`src/rtl/core/kmsd_ram.sv`:
```
module kmsd_ram #(
    parameter int WIDTH = 8,
    parameter int DEPTH = 128,
    localparam int AW = (DEPTH > 1) ? $clog2(DEPTH) : 1
) (
    input  logic             i_clk,
    input  logic             i_we,
    input  logic [AW-1:0]    i_waddr,
    input  logic [WIDTH-1:0] i_wdata,
    input  logic             i_re,
    input  logic [AW-1:0]    i_raddr,
    output logic [WIDTH-1:0] o_rdata
);
    logic [WIDTH-1:0] r_mem [DEPTH];

    // Read returns the old contents when the same entry is written in that cycle.
    always_ff @(posedge i_clk) begin
        if (i_we) begin
            r_mem[i_waddr] <= i_wdata;
        end
        if (i_re) begin
            o_rdata <= r_mem[i_raddr];
        end
    end
endmodule

```
`config.mk`:
```
export PLATFORM = sky130hd
export DESIGN_NAME = kmsd_ram
export DESIGN_NICKNAME = d
export VERILOG_FILES = /design/src/rtl/core/kmsd_ram.sv
export SDC_FILE = /design/constraint.sdc
export NUM_CORES = 1
export LEC_CHECK = 0
export ABC_AREA = 1
export BUFFER_PORTS_ARGS = -buffer_cell sky130_fd_sc_hd__buf_2
export CAP_MARGIN = 25
export CORE_MARGIN = 8
export CORE_UTILIZATION = 40
export DETAILED_ROUTE_END_ITERATION = 10
export PLACE_DENSITY = 0.58
export SETUP_SLACK_MARGIN = 0.2
export SLEW_MARGIN = 20
export SYNTH_ARGS = -nofsm -noshare
export SYNTH_HDL_FRONTEND = slang
export SYNTH_SLANG_ARGS = --single-unit
```
`constraint.sdc`:
```
create_clock -name i_clk -period 1.4 [get_ports i_clk]
set_input_delay 0.07 -clock i_clk [delete_from_list [all_inputs] [get_ports i_clk]]
set_output_delay 0.07 -clock i_clk [all_outputs]
set_load 0.01 [all_outputs]
```
==> flow_metrics.py, run 1 <==
metrics = {
    "run_status": {
        "status": "complete, but fails checks",
        "violations": "hold timing, setup timing",
    },
    "timing": {
        "post-route-period-util_pct": 108.6,
        "fin_ws_ps": -119.9,
        "hold_viol": 8,
        "fin_worst_skew_ps": 24.75,
        "clock.fmax_mhz": 657.9,
        "worst_pin_slew_ps": 887.9,
        "slew_violations": 0,
        "hold-worst-slack_ps": -91.56,
        "setup_viol_count_final": 8,
        "grt_setup_unrepaired": "yes",
        "tns_ps": -784.4,
        "period_needed_ps": 1520,
        "relSlewSlack_pct": 40.74,
    },
    "routing": {
        "dr.first_iter.drc_count": 2775,
        "vias": 28240,
        "via_per_inst": 5.305,
        "ant_nets": 0,
        "drc": 0,
        "firstDrtPassIters": 8,
        "wl_per_cell_um": 22.00,
        "route.final.wire_length_um": 117100,
    },
    "critical_path": {
        "path_max_fanout": 1,
        "critical_path_depth": 10,
        "cp-startpoint": "r_mem[11][3]",
        "crit_end": "o_rdata[3]",
        "crit_family": "simple AND/OR/NAND/NOR gates",
        "startpoint_type": "register",
        "end_kind": "register",
        "crit_buf_inv": 0,
        "crit_path_cell_trace": "nand2_1 > nand3_1 > nand3_1 > nand3_2 > nand2_1 > nand2_1 > nand3_2 > nand2_2 > nand2_2 > nand2_1",
        "crit_path_frequent_cell": "nand2_1",
        "worstRegToRegCells": 10,
        "cp.arrival_ps": 1940,
        "critical-path-max-stage-delay_ps": 360,
        "crit_type": "reg2reg",
        "r2r_end": "o_rdata[3]",
        "r2r-start": "r_mem[11][3]",
        "crit_slowest_cell": "edfxtp_1",
        "r2r_slack_ps": -120,
        "required_ps": 1820,
    },
    "logic_synthesis": {
        "netlist_instances": 3575,
        "syn_area_per_cell_um2": 11.80,
        "synth_top_area_share_pct": 73.46,
        "synth_edf_count": 1032,
        "synth_nets": 3600,
        "synth.distinct_cells": 13,
        "syn_area_um2": 42180,
        "synthArstFlopShare_pct": 0,
        "ys_ff_latch": 1032,
        "ys_top_cells_by_area": "edfxtp_1 (73%), nand3_1 (11%), nand2_1 (11%)",
        "synth_top_cells_by_count": "nand2_1 (1,215), edfxtp_1 (1,032), nand3_1 (931), nor2_1 (134), buf_2 (121)",
        "yosysWarningCount": 0,
        "synth_top_area_cell": "edfxtp_1",
        "yosysSeqAreaShare_pct": 73.46,
        "synthFlopType": "edfxtp_1",
        "synth.most_common_cell": "nand2_1",
    },
    "pwr": {
        "power.density_nw_per_um2": 1276,
        "seq_power_share_pct": 52.5,
        "switching_share_pct": 22.76,
        "clkPwrFrac_pct": 39.7,
        "p_int_uw": 50300,
        "p_leak_uw": 0.01854,
        "irDropWorstVdd_uv": 996.4,
        "p_sw_uw": 14820,
        "p_comb_share_pct": 7.8,
    },
    "global_routing": {
        "grt_pass1_vias": 27190,
        "antenna_found_initial": 1,
        "gr-total-overflow": 0,
        "grtUsageTotal_pct": 19.51,
        "grt_max_degree": 59,
        "grt_pass1_wl_um": 173200,
    },
    "floorplan": {
        "core_area_um2": 105000,
        "dieArea_um2": 116100,
        "initial_core_util_pct": 40.19,
        "io_pins": 33,
        "fp-row-count": 119,
        "die_h_um": 340.7,
        "die_w_um": 340.7,
    },
    "placed_design": {
        "io_buffers": 32,
        "place_hpwl_um": 74550,
        "place_congestion": 0.8605,
        "dp.cells": 5122,
        "dpl_cell_area_um2": 46530,
    },
    "job": {
        "drv_cap": 0,
    },
    "finish": {
        "fin_nets": 3868,
        "seq_area_um2": 30990,
        "drive_gt1_share_pct": 19.76,
        "multiInputGateArea_um2": 11000,
        "final_cell_count_no_fill": 5323,
        "stdcell_area_um2": 51030,
        "syn_to_final_growth_pct": 20.97,
        "final_util_pct": 48.61,
        "fillers": 9243,
    },
    "clocking": {
        "cts-hold-fix-buffers": 9,
        "clkTransAtPathRegs_ps": 70,
        "cts_buffers": 101,
        "cts_tree": "done",
        "cts-root-buf": "clkbuf_16",
        "clock_latency_ps": 670,
        "cts.sink_count": 1032,
        "htreeDepth": 3,
        "cts_buffer_depth": 3,
    },
    "worst_hold_path": {
        "hp-class": "in2reg",
    },
}
==> sequential cells by signal, summed over array words and instances (netlist names) <==
signal,flops
o_rdata,8
r_mem,1024
==> stage by stage <==
stage	total power (uW)	setup WS [ps]
6_report	65120	-119.9
5_1_grt	67060	-206.3
4_1_cts	65310	-171.6
3_5_place_dp	39460	-744.2
3_3_place_gp	39440	-728.1
2_1_floorplan	37090	-25.83
==> metal layers <==
| layer | global-route usage, % | up-vias | wire (um) |
|---|---|---|---|
| met4 | 5.258 | 0 | 2596 |
| li1 | - | 13150 | - |
| met5 | 0 | - | 0 |
| met2 | 31.54 | 1070 | 55480 |
| met1 | 27.22 | 13860 | 49920 |
| met3 | 3.472 | 162 | 9107 |
==> layout make-up <==
class                   instances  share of cell area [%]
flip-flops and latches       1032                   60.73
multi-input cells            2288                   21.56
repair buffers                396                   7.952
clock buffers                 126                   5.220
well taps                    1391                   3.411
clock inverters                61                  0.8753
inverters                      24                  0.2280
diodes                          5                 0.02452
==> power by group through the flow <==
stage               clock network, uW  logic, uW  registers (uW)
floorplan                           0       2250           34800
global placement                    0       4620           34800
detailed placement                  0       4640           34800
CTS                             26400       4790           34200
global route                    27400       5440           34200
finish                          25900       5080           34200
==> how the worst min path moves through the flow <==
stage,startpoint,to,slack (ps),cells after the start
6_report,i_raddr[6],o_rdata[2],-90,3
5_1_grt,i_raddr[6],o_rdata[5],-100,3
4_1_cts,i_raddr[6],o_rdata[2],-160,3
3_5_place_dp,i_wdata[1],r_mem[40][1],440,1
3_3_place_gp,i_wdata[1],r_mem[40][1],440,1
2_1_floorplan,i_wdata[0],r_mem[0][0],170,0
==> worst reg2reg max path, delay by kind of cell (launching register included) <==
family,cells,cell delay [ps]
flip-flops,1,360
AND/OR/NAND/NOR,10,910
==> cell usage in the layout (no fill, tap or decap), drive strengths merged, types with 6 or more instances in the layout <==
master       netlist  routed
nand2           1215    1215
edfxtp          1032    1032
nand3            931     931
buf              197     386
nor2             134     134
clkbuf            34     127
clkinv             0      48
inv               24      29
dlygate4sd3        0       9
nor3               8       8
bufinv             0       6
==> cell families (layout without fill, tap and decap cells) <==
group / count (synthesis) / count (layout) / share of synthesized area [%]
flops: 1032 / 1032 / 73.46
buf+inv: 255 / 607 / 3.393
simple gates: 2288 / 2288 / 23.14
other cells: 0 / 5 / 0
==> repair_timing <==
action	CTS	global route
pin swaps	21	98
hold endpoints to repair	436	8
resized for setup	86	201
setup buffers	0	0
endpoints found under the setup margin	16	16
Note: power is estimated with default switching activity, not from simulation.
==> inputs of run 2 (changes only) <==
--- a/config.mk
+++ b/config.mk
@@ -5,7 +5,6 @@
 export SDC_FILE = /design/constraint.sdc
 export NUM_CORES = 1
 export LEC_CHECK = 0
-export ABC_AREA = 1
 export BUFFER_PORTS_ARGS = -buffer_cell sky130_fd_sc_hd__buf_2
 export CAP_MARGIN = 25
 export CORE_MARGIN = 8
==> flow_metrics.py, run 2 <==
metrics = {
    "run_status": {
        "status": "complete, but fails checks",
        "violations": "setup timing",
    },
    "placed_design": {
        "place_hpwl_um": 64050,
        "place_congestion": 0.7750,
        "dp_slack_ps": -1545,
        "io_buffers": 32,
        "dp.cells": 3133,
    },
    "global_routing": {
        "grtUsageTotal_pct": 17.33,
        "grt_pass1_vias": 19400,
        "gr-total-overflow": 0,
        "grt_max_degree": 75,
        "antenna_found_initial": 5,
        "grt_pass1_wl_um": 140600,
    },
    "finish": {
        "largest_register": "r_mem",
        "final_common_cell": "edfxtp_1",
        "syn_to_final_growth_pct": 24.02,
        "final_cell_count_no_fill": 3333,
        "largest_reg_flops": 1024,
        "layout_common_cells": "edfxtp_1 (1,032), mux4_2 (336), buf_4 (145), buf_12 (133), clkbuf_16 (106)",
        "drive_gt1_share_pct": 44.94,
        "fin_nets": 1986,
        "reg_top3": "r_mem (1024), o_rdata (8)",
    },
    "timing": {
        "period_needed_ps": 2602,
        "fin_ws_ps": -1202,
        "post-route-period-util_pct": 185.9,
        "relSlewSlack_pct": 60.68,
        "tns_ps": -9240,
        "setup_viol_count_final": 13,
        "fin_worst_skew_ps": 26.48,
        "grt_setup_unrepaired": "yes",
        "worst_pin_slew_ps": 589.7,
        "hold_viol": 0,
        "slew_violations": 0,
        "clock.fmax_mhz": 384.3,
    },
    "critical_path": {
        "cp.arrival_ps": 3000,
        "end_kind": "register",
        "crit_path_cell_trace": "mux4_2 > mux4_2 > mux4_2 > mux2_4",
        "crit_slowest_cell": "mux4_2",
        "critical-path-max-stage-delay_ps": 600,
        "crit_buf_inv": 0,
        "path_max_fanout": 1,
        "crit_path_frequent_cell": "mux4_2",
        "crit_type": "reg2reg",
        "required_ps": 1800,
        "crit_family": "multiplexers",
        "startpoint_type": "register",
    },
    "logic_synthesis": {
        "synth_top_area_share_pct": 77.97,
        "synth_top_area_cell": "edfxtp_1",
        "synth_top_cells_by_count": "edfxtp_1 (1,032), mux4_2 (336), nor2_1 (122), clkbuf_1 (44), buf_1 (18)",
        "ys_ff_latch": 1032,
        "synth.distinct_cells": 16,
        "synthFlopType": "edfxtp_1",
        "syn_area_um2": 39750,
        "yosysSeqAreaShare_pct": 77.97,
        "synth_nets": 1660,
        "yosysWarningCount": 0,
        "synth.most_common_cell": "edfxtp_1",
        "ys_top_cells_by_area": "edfxtp_1 (78%), mux4_2 (19%), nor2_1 (1.2%)",
        "netlist_instances": 1635,
        "synth_edf_count": 1032,
        "synthArstFlopShare_pct": 0,
        "syn_area_per_cell_um2": 24.31,
    },
    "routing": {
        "route.final.wire_length_um": 96120,
        "dr.first_iter.drc_count": 1637,
        "firstDrtPassIters": 7,
        "drc": 0,
        "wl_per_cell_um": 28.84,
        "ant_nets": 0,
        "vias": 18580,
        "via_per_inst": 5.575,
    },
    "pwr": {
        "p_comb_share_pct": 6.0,
        "seq_power_share_pct": 52.2,
        "power.density_nw_per_um2": 1331,
        "p_leak_uw": 0.01544,
        "p_sw_uw": 13480,
        "irDropWorstVdd_uv": 1201,
        "clkPwrFrac_pct": 41.9,
        "switching_share_pct": 20.56,
        "p_int_uw": 52110,
        "finalPower_uw": 65600,
    },
    "floorplan": {
        "io_pins": 33,
        "die_h_um": 331.2,
        "fp-row-count": 115,
        "die_w_um": 331.2,
        "core_area_um2": 98420,
        "initial_core_util_pct": 40.38,
        "dieArea_um2": 109700,
    },
    "clocking": {
        "htreeDepth": 3,
        "cts_tree": "done",
        "cts_buffer_depth": 3,
        "cts_buffers": 103,
        "clock_latency_ps": 660,
        "clkTransAtPathRegs_ps": 70,
        "cts-root-buf": "clkbuf_16",
        "cts.sink_count": 1032,
    },
    "worst_hold_path": {
        "hp-class": "in2reg",
    },
    "job": {
        "drv_cap": 0,
    },
}
[run 2: worst paths after layout]
| check | from | to | slack [ps] | cells past startpoint |
|---|---|---|---|---|
| max | r_mem[23][3] | o_rdata[3] | -1200 | 4 |
| max reg2reg | r_mem[23][3] | o_rdata[3] | -1200 | 4 |
| min | i_raddr[6] | o_rdata[2] | 130 | 4 |
| min reg2reg | r_mem[92][4] | o_rdata[4] | 1220 | 4 |
[run 2: what timing repair did]
action | in CTS | in global routing
hold endpoints to repair | 671 | 0
buffers inserted | 0 | 0
resized for setup | 8 | 2
setup endpoints to repair | 16 | 16
hold buffers | 10 | 0
[run 2: cell families after synthesis]
| logic type | Yosys count | synth area share, % |
|---|---|---|
| buf+inv | 89 | 1.011 |
| flops | 1032 | 77.97 |
| simple gates | 170 | 1.753 |
| mux | 344 | 19.27 |
[run 2: layer usage]
layer	vias to the layer above	share of wire (%)	track usage, %
met2	520	49	28.47
met5	-	0.010	0
li1	7728	-	-
met3	110	5.2	2.857
met4	2	1.7	3.473
met1	10220	44	24.61
[run 2: area by class of cell]
| cell class | count | area [um2] |
|---|---|---|
| Antenna cell | 1 | 2.502 |
| Timing Repair Buffer | 310 | 4000 |
| Clock inverter | 63 | 641.9 |
| Multi-Input combinational cell | 514 | 9320 |
| Sequential cell | 1032 | 30990 |
| Clock buffer | 126 | 2728 |
| Fill cell | 7736 | 49130 |
| Tap cell | 1287 | 1610 |
[run 2: through the flow]
stage	area, um2	utilization [%]	hold slack [ps]
2_1_floorplan	41260	-	168.9
3_3_place_gp	45780	46.52	339.9
3_5_place_dp	45780	46.52	348.1
4_1_cts	49280	50.07	93.27
5_1_grt	49290	50.08	115.1
6_report	49290	50.08	134.7
[run 2: worst min-delay path, delay by kind of cell]
kind,cells,cell delay [ps]
mux,2,330
buf+inv,2,280
[run 2: power by group through the flow]
| stage | clock [uW] | combinational (uW) | sequential [uW] |
|---|---|---|---|
| 4_1_cts | 28000 | 3980 | 34200 |
| 3_5_place_dp | 0 | 3930 | 34900 |
| 6_report | 27500 | 3920 | 34200 |
| 5_1_grt | 29100 | 4110 | 34200 |
| 2_1_floorplan | 0 | 2030 | 34800 |
| 3_3_place_gp | 0 | 3870 | 34900 |
